<file path="src/rrfp_pkg.sv">
// Types and constants shared by the radar report frame parser modules.
`default_nettype none

package rrfp_pkg;

   localparam int unsigned POS_W        = 6;
   localparam int unsigned BYTE_W       = 8;
   localparam int unsigned RANGE_W      = 16;
   localparam int unsigned REQ_TDATA_W  = 8;
   localparam int unsigned RSP_FIELDS_W = 3 + 3 * RANGE_W;
   localparam int unsigned RSP_TDATA_W  = ((RSP_FIELDS_W + 7) / 8) * 8;

   localparam logic [BYTE_W-1:0] SYNC_0 = 8'hF4;
   localparam logic [BYTE_W-1:0] SYNC_1 = 8'hF3;
   localparam logic [BYTE_W-1:0] SYNC_2 = 8'hF2;
   localparam logic [BYTE_W-1:0] SYNC_3 = 8'hF1;

   localparam logic [POS_W-1:0] POS_AFTER_SYNC = 6'd4;
   localparam logic [POS_W-1:0] OFS_STATE      = 6'd8;
   localparam logic [POS_W-1:0] OFS_MOVING_LO  = 6'd9;
   localparam logic [POS_W-1:0] OFS_MOVING_HI  = 6'd10;
   localparam logic [POS_W-1:0] OFS_STILL_LO   = 6'd12;
   localparam logic [POS_W-1:0] OFS_STILL_HI   = 6'd13;

   localparam logic [BYTE_W-1:0] TGT_MOVING = 8'h01;
   localparam logic [BYTE_W-1:0] TGT_STILL  = 8'h02;
   localparam logic [BYTE_W-1:0] TGT_BOTH   = 8'h03;

   localparam logic [RANGE_W-1:0] NO_TARGET_RANGE = 16'd9999;

   typedef enum logic [4:0] {
      HUNT_0   = 5'b00001,
      HUNT_1   = 5'b00010,
      HUNT_2   = 5'b00100,
      HUNT_3   = 5'b01000,
      IN_FRAME = 5'b10000
   } sync_state_type;

   typedef struct packed {
      logic [BYTE_W-1:0]  tgt_code;
      logic [RANGE_W-1:0] moving_range;
      logic [RANGE_W-1:0] still_range;
   } raw_report_type;

   // packed MSB first, so presence lands in bit 0
   typedef struct packed {
      logic [RANGE_W-1:0] nearest_range_cm;
      logic [RANGE_W-1:0] still_range_cm;
      logic [RANGE_W-1:0] moving_range_cm;
      logic               still_flag;
      logic               moving_flag;
      logic               presence;
   } report_type;

endpackage

`default_nettype wire

</file>
<file path="src/rrfp_parser.sv">
// Sync header hunt, frame byte counter and field capture with a pending report register.
`default_nettype none

module rrfp_parser #(
   parameter int unsigned FRAME_BYTES = 23
) (
   input  wire                              clock,
   input  wire                              reset,
   input  wire                              in_valid,
   output logic                             in_ready,
   input  wire  [rrfp_pkg::BYTE_W-1:0]      in_byte,
   output logic                             raw_valid,
   input  wire                              raw_ready,
   output rrfp_pkg::raw_report_type         raw_report
);

   localparam int unsigned LAST_POS_I = FRAME_BYTES - 1;
   localparam logic [rrfp_pkg::POS_W-1:0] LAST_POS = LAST_POS_I[rrfp_pkg::POS_W-1:0];

   rrfp_pkg::sync_state_type       state_ff, state_in;
   logic [rrfp_pkg::POS_W-1:0]     pos_ff, pos_in;
   logic [rrfp_pkg::BYTE_W-1:0]    tgt_ff, tgt_in;
   logic [rrfp_pkg::RANGE_W-1:0]   moving_ff, moving_in;
   logic [rrfp_pkg::RANGE_W-1:0]   still_ff, still_in;
   logic                           pend_valid_ff, pend_valid_in;
   rrfp_pkg::raw_report_type       pend_ff, pend_in;
   logic                           accept;
   logic                           emit;
   logic                           restart_hit;

   assign in_ready    = !pend_valid_ff || raw_ready;
   assign accept      = in_valid && in_ready;
   assign restart_hit = (in_byte == rrfp_pkg::SYNC_0);
   assign raw_valid   = pend_valid_ff;
   assign raw_report  = pend_ff;

   always_comb begin
      state_in  = state_ff;
      pos_in    = pos_ff;
      tgt_in    = tgt_ff;
      moving_in = moving_ff;
      still_in  = still_ff;
      emit      = 1'b0;
      if (accept) begin
         case (state_ff)
            rrfp_pkg::HUNT_0: begin
               state_in = restart_hit ? rrfp_pkg::HUNT_1 : rrfp_pkg::HUNT_0;
            end
            rrfp_pkg::HUNT_1: begin
               if (in_byte == rrfp_pkg::SYNC_1) begin
                  state_in = rrfp_pkg::HUNT_2;
               end else begin
                  state_in = restart_hit ? rrfp_pkg::HUNT_1 : rrfp_pkg::HUNT_0;
               end
            end
            rrfp_pkg::HUNT_2: begin
               if (in_byte == rrfp_pkg::SYNC_2) begin
                  state_in = rrfp_pkg::HUNT_3;
               end else begin
                  state_in = restart_hit ? rrfp_pkg::HUNT_1 : rrfp_pkg::HUNT_0;
               end
            end
            rrfp_pkg::HUNT_3: begin
               if (in_byte == rrfp_pkg::SYNC_3) begin
                  state_in = rrfp_pkg::IN_FRAME;
                  pos_in   = rrfp_pkg::POS_AFTER_SYNC;
               end else begin
                  state_in = restart_hit ? rrfp_pkg::HUNT_1 : rrfp_pkg::HUNT_0;
               end
            end
            rrfp_pkg::IN_FRAME: begin
               case (pos_ff)
                  rrfp_pkg::OFS_STATE:     tgt_in = in_byte;
                  rrfp_pkg::OFS_MOVING_LO: moving_in = {moving_ff[15:8], in_byte};
                  rrfp_pkg::OFS_MOVING_HI: moving_in = {in_byte, moving_ff[7:0]};
                  rrfp_pkg::OFS_STILL_LO:  still_in = {still_ff[15:8], in_byte};
                  rrfp_pkg::OFS_STILL_HI:  still_in = {in_byte, still_ff[7:0]};
                  default: ;
               endcase
               if (pos_ff >= LAST_POS) begin
                  emit     = 1'b1;
                  state_in = rrfp_pkg::HUNT_0;
                  pos_in   = '0;
               end else begin
                  pos_in = pos_ff + 1'b1;
               end
            end
            default: begin
               state_in = rrfp_pkg::HUNT_0;
               pos_in   = '0;
            end
         endcase
      end
   end

   always_comb begin
      pend_in.tgt_code     = tgt_in;
      pend_in.moving_range = moving_in;
      pend_in.still_range  = still_in;
      if (emit) begin
         pend_valid_in = 1'b1;
      end else if (raw_ready) begin
         pend_valid_in = 1'b0;
      end else begin
         pend_valid_in = pend_valid_ff;
      end
   end

   always_ff @(posedge clock) begin
      if (reset) begin
         state_ff      <= rrfp_pkg::HUNT_0;
         pos_ff        <= '0;
         tgt_ff        <= '0;
         moving_ff     <= '0;
         still_ff      <= '0;
         pend_valid_ff <= 1'b0;
      end else begin
         state_ff      <= state_in;
         pos_ff        <= pos_in;
         tgt_ff        <= tgt_in;
         moving_ff     <= moving_in;
         still_ff      <= still_in;
         pend_valid_ff <= pend_valid_in;
      end
   end

   always_ff @(posedge clock) begin
      if (emit) begin
         pend_ff <= pend_in;
      end
   end

`ifndef SYNTHESIS
   a_pos_in_frame: assert property (@(posedge clock) disable iff (reset)
      state_ff == rrfp_pkg::IN_FRAME |->
         pos_ff >= rrfp_pkg::POS_AFTER_SYNC && pos_ff <= LAST_POS)
      else $error("frame position out of range");

   a_pend_from_accept: assert property (@(posedge clock) disable iff (reset)
      $rose(pend_valid_ff) |-> $past(accept))
      else $error("report appeared without an accepted byte");

   a_no_report_while_hunting: assert property (@(posedge clock) disable iff (reset)
      accept && state_ff != rrfp_pkg::IN_FRAME |=> !$rose(pend_valid_ff))
      else $error("report raised from a hunting byte");
`endif

endmodule

`default_nettype wire

</file>
<file path="src/rrfp_report.sv">
// Target flag decode, nearest range select and the result register.
`default_nettype none

module rrfp_report (
   input  wire                          clock,
   input  wire                          reset,
   input  wire                          raw_valid,
   output logic                         raw_ready,
   input  rrfp_pkg::raw_report_type     raw_report,
   output logic                         rsp_valid,
   input  wire                          rsp_ready,
   output rrfp_pkg::report_type         rsp_report
);

   logic                     rsp_valid_ff, rsp_valid_in;
   rrfp_pkg::report_type     rsp_ff, rsp_in;
   logic                     mov;
   logic                     stil;
   logic                     load;

   assign raw_ready  = !rsp_valid_ff || rsp_ready;
   assign load       = raw_valid && raw_ready;
   assign rsp_valid  = rsp_valid_ff;
   assign rsp_report = rsp_ff;

   always_comb begin
      mov  = (raw_report.tgt_code == rrfp_pkg::TGT_MOVING) ||
             (raw_report.tgt_code == rrfp_pkg::TGT_BOTH);
      stil = (raw_report.tgt_code == rrfp_pkg::TGT_STILL) ||
             (raw_report.tgt_code == rrfp_pkg::TGT_BOTH);
      rsp_in.presence        = (raw_report.tgt_code != '0);
      rsp_in.moving_flag     = mov;
      rsp_in.still_flag      = stil;
      rsp_in.moving_range_cm = raw_report.moving_range;
      rsp_in.still_range_cm  = raw_report.still_range;
      if (mov && stil) begin
         rsp_in.nearest_range_cm = (raw_report.moving_range < raw_report.still_range) ?
                                   raw_report.moving_range : raw_report.still_range;
      end else if (mov) begin
         rsp_in.nearest_range_cm = raw_report.moving_range;
      end else if (stil) begin
         rsp_in.nearest_range_cm = raw_report.still_range;
      end else begin
         rsp_in.nearest_range_cm = rrfp_pkg::NO_TARGET_RANGE;
      end
      if (load) begin
         rsp_valid_in = 1'b1;
      end else if (rsp_ready) begin
         rsp_valid_in = 1'b0;
      end else begin
         rsp_valid_in = rsp_valid_ff;
      end
   end

   always_ff @(posedge clock) begin
      if (reset) begin
         rsp_valid_ff <= 1'b0;
      end else begin
         rsp_valid_ff <= rsp_valid_in;
      end
   end

   always_ff @(posedge clock) begin
      if (load) begin
         rsp_ff <= rsp_in;
      end
   end

`ifndef SYNTHESIS
   a_no_flag_default: assert property (@(posedge clock) disable iff (reset)
      rsp_valid_ff && !rsp_ff.moving_flag && !rsp_ff.still_flag |->
         rsp_ff.nearest_range_cm == rrfp_pkg::NO_TARGET_RANGE)
      else $error("nearest range not defaulted");

   a_both_min: assert property (@(posedge clock) disable iff (reset)
      rsp_valid_ff && rsp_ff.moving_flag && rsp_ff.still_flag |->
         rsp_ff.nearest_range_cm <= rsp_ff.moving_range_cm &&
         rsp_ff.nearest_range_cm <= rsp_ff.still_range_cm)
      else $error("nearest range is not the minimum");

   a_flag_implies_presence: assert property (@(posedge clock) disable iff (reset)
      rsp_valid_ff && (rsp_ff.moving_flag || rsp_ff.still_flag) |-> rsp_ff.presence)
      else $error("flag set without presence");
`endif

endmodule

`default_nettype wire

</file>
<file path="src/radar_report_frame_parser.sv">
// Top level of the radar report frame parser: byte stream in, one report per frame out.
//
//   channel | dir | ports                          | carries
//   req     | in  | req_tvalid/req_tready/req_tdata | one received byte
//   rsp     | out | rsp_tvalid/rsp_tready/rsp_tdata | one report per complete frame
//
// One byte is taken per cycle while req_tready is high. Parser state updates on the
// accepted byte; a finished report passes the pending report register and then the
// result register, which form a two-deep stage, so req_tready only drops while both
// hold reports and rsp_tready is low.
// Synchronous reset returns to hunting for the sync header and clears captured fields.
`default_nettype none

module radar_report_frame_parser #(
   parameter int unsigned FRAME_BYTES = 23
) (
   input  wire                                  clock,
   input  wire                                  reset,
   input  wire                                  req_tvalid,
   output logic                                 req_tready,
   input  wire  [rrfp_pkg::REQ_TDATA_W-1:0]     req_tdata,  // [7:0] rx_byte
   output logic                                 rsp_tvalid,
   input  wire                                  rsp_tready,
   // [0] presence, [1] moving_flag, [2] still_flag, [18:3] moving_range_cm,
   // [34:19] still_range_cm, [50:35] nearest_range_cm, [55:51] zero
   output logic [rrfp_pkg::RSP_TDATA_W-1:0]     rsp_tdata
);

   logic                       raw_valid;
   logic                       raw_ready;
   rrfp_pkg::raw_report_type   raw_report;
   rrfp_pkg::report_type       rsp_report;

   rrfp_parser #(
      .FRAME_BYTES(FRAME_BYTES)
   ) u_parser (
      .clock      (clock),
      .reset      (reset),
      .in_valid   (req_tvalid),
      .in_ready   (req_tready),
      .in_byte    (req_tdata[rrfp_pkg::BYTE_W-1:0]),
      .raw_valid  (raw_valid),
      .raw_ready  (raw_ready),
      .raw_report (raw_report)
   );

   rrfp_report u_report (
      .clock      (clock),
      .reset      (reset),
      .raw_valid  (raw_valid),
      .raw_ready  (raw_ready),
      .raw_report (raw_report),
      .rsp_valid  (rsp_tvalid),
      .rsp_ready  (rsp_tready),
      .rsp_report (rsp_report)
   );

   assign rsp_tdata = {{(rrfp_pkg::RSP_TDATA_W - rrfp_pkg::RSP_FIELDS_W){1'b0}}, rsp_report};

endmodule

`default_nettype wire

</file>
<file path="config.mk">
export PLATFORM = sky130hd
export DESIGN_NAME = radar_report_frame_parser
export DESIGN_NICKNAME = d
export VERILOG_FILES = /design/src/rrfp_pkg.sv /design/src/rrfp_parser.sv /design/src/rrfp_report.sv /design/src/radar_report_frame_parser.sv
export SDC_FILE = /design/constraint.sdc
export NUM_CORES = 1
export LEC_CHECK = 0
export BUFFER_PORTS_ARGS = -buffer_cell sky130_fd_sc_hd__buf_2
export CORE_UTILIZATION = 36
export DETAILED_ROUTE_END_ITERATION = 16
export HOLD_SLACK_MARGIN = 0.06
export SYNTH_ARGS = -nofsm -noshare
export SYNTH_HDL_FRONTEND = slang
export SYNTH_SLANG_ARGS = --single-unit
</file>
<file path="constraint.sdc">
create_clock -name clock -period 5.2 [get_ports clock]
set_clock_uncertainty 0.1 [all_clocks]
set_input_delay 0.52 -clock clock [delete_from_list [all_inputs] [get_ports clock]]
set_output_delay 0.52 -clock clock [all_outputs]
set_load 0.03 [all_outputs]
</file>
# After elaboration in Yosys (flattened, before gate mapping)
# Index checks and enable logic that the tools add are counted.
# totals
input_bits,12
wordCells,83
out_inout_bits,58
ff_bits,144
# classes
reduce_logical,15
n_bitwise,1
n_lt_le_gt_ge,2
muxes,29
n_eq_ne,19
n_addsub,1
# ops
cell,count
16-bit 2-to-1 mux,8
16-bit case mux with 2 select lines,2
8-bit == test (second input constant),4
6-bit by 4-bit == test with 1-bit output (second input constant),5
5-bit case mux with 5 select lines,1
8-bit 2-to-1 mux,3
5-bit 2-to-1 mux,4
6-bit case mux with 3 select lines,1
8-bit by 2-bit == test with 1-bit output (second input constant),2
16-bit less-than comparator,1
6-bit 2-to-1 mux,2
8-bit by 1-bit == test with 1-bit output (second input constant),1
8-bit nonzero test,1
1-bit 2-to-1 mux,7
6-bit by 1-bit adder with 6-bit output (second input constant),1
6-bit by 5-bit >= comparator with 1-bit output (second input constant),1
5-bit by 1-bit == test with 1-bit output (second input constant),1
5-bit by 2-bit == test with 1-bit output (second input constant),1
5-bit by 3-bit == test with 1-bit output (second input constant),1
5-bit by 4-bit == test with 1-bit output (second input constant),1
5-bit == test (second input constant),1
1-bit logical OR,4
2-bit by 1-bit != test with 1-bit output (second input constant),2
2-bit nonzero test,2
7 further kinds,10

# Depth between registers and ports, before layout
# Gate-level depths: netlist of run 1.
# depth
ltp_word,6
mapped_depth,8
ltp_nobuf,7

# Modules after synthesis
# A second synthesis of run 1 with hierarchy kept.
# unflattened
hier_cells,451
area_unflattened_um2,6048.3
# by_module_without_submodules
mod,seq_area_each_um2,instances,cells_each,area_per_inst_um2
rrfp_parser,2242.2,1,297,3647.2
rrfp_report,1551.5,1,148,2359.8
radar_report_frame_parser,0.0,1,6,41.3

# Worst setup path before layout of run 1
# OpenSTA, ideal clock, no wires.
# synth_timing
path_kind,input-to-reg
from,input rsp_tready
to,"register u_report.rsp_ff, in the netlist u_report.rsp_report[0] (enable)"
n_path_buf,0
stages,2
setup_time_ns,0.537
t_required_ns,4.563
setup_slack_ns,0.275
t_arrival_ns,4.287
path_cell_list,inv_1 > a21boi_0
# synth_via
elab_chain_cells,2
# synth_lines
item,line_no,rtl
"start, declared",radar_report_frame_parser.sv:23,"input wire rsp_tready,"
1-bit logical OR,rrfp_report.sv:21,assign raw_ready = !rsp_valid_ff || rsp_ready;
1-bit logical AND,rrfp_report.sv:22,assign load = raw_valid && raw_ready;
net u_report.load,rrfp_report.sv:19,logic load;
"end signal, assigned",rrfp_report.sv:65,rsp_ff <= rsp_in;
"end, declared",rrfp_report.sv:16,"rrfp_pkg::report_type rsp_ff, rsp_in;"
# The timed path passes the listed nets, and every way through them passes these cells.
# A chain may end at the register's enable or synchronous reset.

==> parameters.txt, run 1 <==
Parameter                              Value

Outcome
  Outcome    completed

Timing
  Max-slew violation count    0
  Period utilization    58.0%
  Worst-Margin Slew    ~1.1 ns
  Period minus WS final    between 3 and 4 ns
  Final critical-path setup slack    2.18 ns
  Setup repair after global routing missed its margin    no
  Number of failing hold endpoints at the final stage    0
  Final number of setup-violating endpoints    0
  Highest Clock Rate    332 MHz
  Final total negative setup slack    0 ns
  Max-slew headroom at the worst pin    a little under 30%

Global route
  Overall routing resource usage    15.3%
  Via count of the first global-routing pass    3583
  Remaining global-route overflow    0
  Wire length of the first global-routing pass    between 15 and 20 mm
  Initial antenna violation count    0
  Pin count of the biggest net entering global routing    52

Finish
  Number of diodes added for antenna fixing    0
  # nets final    ~540
  Area added between synthesis and finish    19.1%
  Fraction of layout instances using a drive strength above 1    20.8%

Placed design
  DP HPWL    8.09 mm
  Weighted congestion reported at the end of routability-driven placement    between 0.8 and 0.9
  Pre-CTS WS    2.22 ns
  PortBufs    64

Die
  Effective utilization at floorplan    36.7%
  Core ar.    ~0.016 mm²
  Std cell rows    46
  Number of placed I/O pins    70
  Area enclosed by the die boundary    about 0.017 mm²
  Die boundary width    129 µm
  Height of the die    129 µm

Synthesis
  Summed instance area of the synthesized netlist    roughly 0.0058 mm²
  Number of synthesized flops with an enable pin    between 90 and 100
  Flops & latches, synth    144
  Total number of yosys warnings    0
  Mean instance size in the synthesized netlist    13.1 µm²
  Post-synthesis sequential area ratio    65.4%
  Count of cell types in the netlist    53
  Async set-or-reset flop fraction in the synthesized netlist    0%
  Most instantiated flip-flop cell in the synthesis netlist    sky130_fd_sc_hd__edfxtp_1
  Synth Instances    443

Worst hold path
  Cells on Worst Hold Path    2
  Endpoint with the worst hold slack    u_report.rsp_valid
  Min-delay worst type    input pin to register
  Beginning of the worst hold path    reset

Worst setup path
  Critical R2R Launch    u_parser.raw_report[17]
  Required time reported for the critical path endpoint    5.27 ns
  Startpoint type of the worst setup path    register
  R2R Path End    u_report.rsp_report[48]
  Cells on worst reg2reg path    5
  Flop-to-flop setup slack    ~2.2 ns
  Maximum fanout count along the critical path    16
  Type of element capturing the critical path    register
  Data arrival time of the critical path    around 3.1 ns
  CP Class    register to register

CTS
  H-Tree Level Count    4
  Clock transition at the registers of the reported paths    0.06 ns
  Clock latency at the later pin of the worst-skew pair    0.42 ns
  # clock sinks    144
  Clock root buffer    sky130_fd_sc_hd__clkbuf_16
  CTS Buf Count    17
  Hold-fix buffers at CTS    0
  Buffer count from post-CTS setup fixing    0
  Number of cells upsized or downsized after cts    0
  TritonCTS clock tree    yes
  Maximum count of clock buffers along a single path    2

Routing
  Vias per Instance    4.97
  WL/cell    15.9 µm
  DR pass1 iterations    6
  Remaining antenna violation count    0
  Total number of vias    3681
  Number of violations reported at the end of detailed-routing iteration 0    206
  DRC violations left    0
  WL final    approximately 12 mm

Power
  Peak supply drop    242 µV
  Power Density    350 mW/mm²
  Static leakage    2.39 nW

Flow run
  Max-cap violation count    0
[cell usage after synthesis, types with 3 or more instances]
cell / number / area share [%]
sky130_fd_sc_hd__or4_1: 6 / 0.78
sky130_fd_sc_hd__nand4_1: 3 / 0.32
sky130_fd_sc_hd__o22ai_1: 8 / 0.86
sky130_fd_sc_hd__nor4b_1: 4 / 0.60
sky130_fd_sc_hd__dfxtp_1: 53 / 18
sky130_fd_sc_hd__inv_1: 23 / 1.5
sky130_fd_sc_hd__nand3_1: 5 / 0.43
sky130_fd_sc_hd__and2_1: 45 / 4.9
sky130_fd_sc_hd__o32a_1: 8 / 1.4
sky130_fd_sc_hd__ha_1: 19 / 4.1
sky130_fd_sc_hd__nand2_1: 37 / 2.4
sky130_fd_sc_hd__nand2b_1: 5 / 0.54
sky130_fd_sc_hd__mux2_2: 8 / 1.6
sky130_fd_sc_hd__clkbuf_1: 7 / 0.45
sky130_fd_sc_hd__a21oi_1: 14 / 1.2
sky130_fd_sc_hd__edfxtp_1: 91 / 47
sky130_fd_sc_hd__nor3_1: 9 / 0.78
sky130_fd_sc_hd__a22o_1: 32 / 4.8
sky130_fd_sc_hd__o21ai_0: 6 / 0.52
sky130_fd_sc_hd__buf_4: 5 / 0.65
sky130_fd_sc_hd__nor2_1: 9 / 0.58
sky130_fd_sc_hd__buf_2: 7 / 0.60
sky130_fd_sc_hd__nor3b_1: 3 / 0.39
[flip-flops by register name, indices dropped and copies added, names as in the netlist]
name	flops
u_parser.moving_ff	16
u_parser.pos_ff	6
u_parser.raw_report	40
u_parser.raw_valid	1
u_parser.state_ff	5
u_parser.still_ff	16
u_parser.tgt_ff	8
u_report.rsp_report	51
u_report.rsp_valid	1
[how the worst max path moves through the flow]
stage                               to                     from  cells after the start  slack, ns
6_report       u_report.rsp_report[48]  u_parser.raw_report[17]                      5       2.18
5_1_grt        u_report.rsp_report[46]  u_parser.raw_report[13]                      7       2.08
4_1_cts        u_report.rsp_report[48]  u_parser.raw_report[17]                      5       2.20
3_5_place_dp   u_report.rsp_report[48]   u_parser.raw_report[1]                      6       2.22
3_3_place_gp   u_report.rsp_report[48]   u_parser.raw_report[1]                      6       2.21
2_1_floorplan   u_report.rsp_report[0]               rsp_tready                      2       0.28
[where the power goes]
group / switching, mW / leakage [nW] / internal, mW
logic: 0.0237 / 1.07 / 0.00597
registers: 0.000132 / 1.05 / 1.20
clock network: 0.446 / 0.274 / 0.744
total: 0.470 / 2.39 / 1.95
[critical path, stage by stage, from the launching register on]
cell	delay [ns]
sky130_fd_sc_hd__edfxtp_1	0.43
sky130_fd_sc_hd__ha_1	0.29
sky130_fd_sc_hd__a2111oi_0	0.74
sky130_fd_sc_hd__nor4b_1	0.18
sky130_fd_sc_hd__o311a_1	0.62
sky130_fd_sc_hd__o32a_1	0.39
[per-stage QoR]
| stage | cell area [µm²] | power, mW | utilization, % | std cells | hold WS, ns |
|---|---|---|---|---|---|
| 2_1_floorplan | 5820 | 1.24 | - | 447 | 0.326 |
| 3_3_place_gp | 6330 | 1.25 | 40.0 | 710 | 0.338 |
| 3_5_place_dp | 6330 | 1.26 | 40.0 | 710 | 0.342 |
| 4_1_cts | 6910 | 2.44 | 43.7 | 741 | 0.306 |
| 5_1_grt | 6910 | 2.49 | 43.7 | 741 | 0.348 |
| 6_report | 6910 | 2.42 | 43.7 | 741 | 0.314 |
[placed cells by master, fill, tap and decap left out, drive strengths merged, types with 2 or more instances in the layout]
master / count
ha: 19
or3: 2
o21ai: 6
bufinv: 3
mux2: 8
nor2: 9
nand2: 37
clkinv: 7
o32a: 8
clkbuf: 19
conb: 5
nor3: 10
nand4: 4
nand3: 5
edfxtp: 91
nor4b: 4
o22ai: 8
and2: 45
a31oi: 2
dfxtp: 53
nor4: 3
nand2b: 5
nor3b: 3
or4b: 2
nand3b: 2
inv: 23
o211ai: 2
clkinvlp: 3
or4: 6
a22o: 32
a21oi: 14
buf: 67
[cell families after synthesis]
logic type,Yosys count,share of synthesized area (%)
xor gates and xnor gates,2,0.302
muxes,9,1.72
and+or+nand+nor,140,13.9
other,1,0.0646
DFF,144,65.4
AOI/OAI and AO/OA,84,11.1
adders and majority gates,19,4.10
buffers and inverters,44,3.45
[layout make-up]
type | count | area (µm²)
Tap cell | 216 | 270
Clock buffer | 19 | 433
Clock inverter | 12 | 144
Multi-Input combinational cell | 259 | 1840
Sequential cell | 144 | 3790
Timing Repair Buffer | 67 | 343
Inverter | 24 | 90.1
Fill cell | 1446 | 8920
[layer usage]
metal,vias to the layer above,share of wire (%),global-route usage [%]
met1,1779,46,19.1
met4,0,1.8,6.99
met5,-,0,0
met2,98,47,24.5
met3,17,4.8,4.41
li1,1787,-,-
(Power assumes the default switching activity.)
==> inputs of run 2 (changes only) <==
==> constraint.sdc (replaced) <==
create_clock -name clock -period 3 [get_ports clock]
set_clock_uncertainty 0.1 [all_clocks]
set_input_delay 0.3 -clock clock [delete_from_list [all_inputs] [get_ports clock]]
set_output_delay 0.3 -clock clock [all_outputs]
set_load 0.03 [all_outputs]
==> run 2 against run 1 <==
Net effect:
- combinational power rose by 75%
- via count is 2.2% higher
- highest routed layer unchanged
- sequential cell count unchanged
- final area is 1.3% higher
- non-clock buffer count is 12 higher
- critical path type unchanged
==> parameters.txt, run 2 (synthesis gave the netlist of run 1 again) <==
Parameter                              Value

Outcome
  Outcome    completed

CTS
  Buffer count from post-CTS setup fixing    0 (unchanged)
  Clock latency at the later pin of the worst-skew pair    0.42 ns (about the same)
  Clock transition at the registers of the reported paths    0.06 ns (about the same)
  # clock sinks    144 (unchanged)
  Maximum count of clock buffers along a single path    2 (unchanged)
  CTS Buf Count    17 (unchanged)
  Clock root buffer    sky130_fd_sc_hd__clkbuf_16
  H-Tree Level Count    4 (unchanged)
  TritonCTS clock tree    yes

Die
  Area enclosed by the die boundary    0.0166 mm² (unchanged)
  Die boundary width    129 µm (unchanged)
  Height of the die    129 µm (unchanged)
  Effective utilization at floorplan    36.7% (unchanged)
  Std cell rows    46 (unchanged)
  Number of placed I/O pins    70 (unchanged)
  Core ar.    0.0158 mm² (unchanged)

Placed design
  DP HPWL    8.30 mm (+2.5%)
  Weighted congestion reported at the end of routability-driven placement    0.906 (+5.7%)
  PortBufs    64 (unchanged)

Timing
  Max-slew violation count    0 (unchanged)
  Max-slew headroom at the worst pin    53.3% (+24 points)
  Number of failing hold endpoints at the final stage    0 (unchanged)
  Period utilization    90.9% (+33 points)
  Period minus WS final    2.73 ns (-0.288 ns)
  Worst-Margin Slew    0.701 ns (-0.356 ns)
  Final total negative setup slack    0 ns (unchanged)
  Highest Clock Rate    367 MHz (+11%)
  Setup repair after global routing missed its margin    no
  Final number of setup-violating endpoints    0 (unchanged)

Worst hold path
  Min-delay worst type    input pin to register

Flow run
  Max-cap violation count    0 (unchanged)

Routing
  WL/cell    16.1 µm (+1.5%)
  WL final    12.1 mm (+3.2%)
  Vias per Instance    4.99 (+0.55%)
  DRC violations left    0 (unchanged)
  Number of violations reported at the end of detailed-routing iteration 0    202 (-1.9%)
  DR pass1 iterations    6 (unchanged)
  Total number of vias    3761 (+2.2%)
  Remaining antenna violation count    0 (unchanged)

Power
  P_int    3.38 mW (+73%)
  Net switching power figure    804 µW (+71%)
  Static leakage    2.46 nW (+2.6%)
  Portion of total power attributed to combinational logic    1.2% (about the same)
  Switching share of total power    19.2% (-0.22 points)
  Power Density    598 mW/mm² (+71%)
  Clk network pwr share    49.0% (-0.2 points)
  Part of the power in registers    49.7% (about the same)
  Peak supply drop    408 µV (+69%)

Finish
  Area added between synthesis and finish    20.6%
  Fraction of layout instances using a drive strength above 1    22.5% (+1.8 points)
  Flip-flop count of the largest register, all copies and words added    51 (unchanged)
  # nets final    556 (+2.2%)
  Final cell utilization of the core    44.2% (+0.57 points)
  Most common library cell in the layout ignoring fill and taps    sky130_fd_sc_hd__edfxtp_1
  Filler cell count in the final layout    1428 (-1.2%)
  Leading cell types in the layout, fill and taps excluded    91 x sky130_fd_sc_hd__edfxtp_1, 64 x sky130_fd_sc_hd__buf_2, 53 x sky130_fd_sc_hd__dfxtp_1
  Number of diodes added for antenna fixing    0 (unchanged)

Worst setup path
  Required time reported for the critical path endpoint    3.06 ns (-2.21 ns)
  Crit-path max cell delay    0.48 ns (-0.26 ns)
  Maximum fanout count along the critical path    13 (-3)
  Type of element capturing the critical path    register
  Slowest cell on the critical path    sky130_fd_sc_hd__o311a_2
  CP Class    register to register
  Cells traversed along the worst timing path    ha_1, a211oi_1, nor2_1, or4_1, o311a_2, o32a_1
  Startpoint type of the worst setup path    register
  Data arrival time of the critical path    2.79 ns (-0.29 ns)

Global route
  Wire length of the first global-routing pass    19.3 mm (+2.6%)
  Pin count of the biggest net entering global routing    52 (unchanged)
  Initial antenna violation count    0 (unchanged)
  Remaining global-route overflow    0 (unchanged)
  Overall routing resource usage    15.7% (+0.41 points)
  Via count of the first global-routing pass    3638 (+1.5%)
==> run 2: cell type report <==
type,count,area (µm²),share of cell area (%)
clock buffers,19,433,6.19
well taps,216,270,3.86
multi-input cells,259,1840,26.2
inverters,24,90.1,1.29
flip-flops and latches,144,3790,54.2
repair buffers,79,433,6.19
clock inverters,12,143,2.04
==> run 2: critical path, delay by kind of cell (launching register included) <==
kind / cells / cell delay (ns)
AOI/OAI and AO/OA: 3 / 1.13
adders and majority gates: 1 / 0.33
and+or+nand+nor: 2 / 0.49
DFF: 1 / 0.42
==> run 2: power groups by stage <==
stage	Sequential, mW	Clock [mW]	Combinational [mW]
global route	2.08	2.19	0.0571
floorplan	2.12	0	0.0307
global placement	2.12	0	0.0520
finish	2.08	2.05	0.0519
detailed placement	2.12	0	0.0528
CTS	2.08	2.10	0.0529
==> run 2: what timing repair did <==
item,in CTS,in global routing
setup endpoints to repair,0,1
hold buffers,0,0
gates resized for setup,0,1
==> run 2: stage by stage <==
step | hold slack [ns] | worst slack, ns | instances | area [µm²] | power [mW]
floorplan | 0.326 | 0.472 | 447 | 5820 | 2.15
global placement | 0.334 | 0.329 | 722 | 6420 | 2.18
global route | 0.125 | 0.135 | 753 | 7000 | 4.33
detailed placement | 0.340 | 0.254 | 722 | 6420 | 2.18
finish | 0.103 | 0.272 | 753 | 7000 | 4.19
CTS | 0.0875 | 0.159 | 753 | 7000 | 4.24
==> run 2: per-layer routing <==
metal | up-vias | global-route usage, % | part of all wire [%]
met5 | - | 0 | 0
met4 | 0 | 6.71 | 1.9
met3 | 12 | 4.70 | 5.0
met2 | 114 | 25.1 | 48
met1 | 1820 | 19.7 | 45
li1 | 1815 | - | -
==> run 2: path summary, 6_finish.rpt <==
path	start	endpoint	slack [ns]	cells past startpoint
worst min-delay path	reset	u_parser.state_ff[1]	0.10	2
worst min register to register	u_parser.raw_report[15]	u_report.rsp_report[34]	0.36	0
worst max-delay path	u_parser.raw_report[29]	u_report.rsp_report[35]	0.27	6
worst max register to register	u_parser.raw_report[29]	u_report.rsp_report[35]	0.27	6
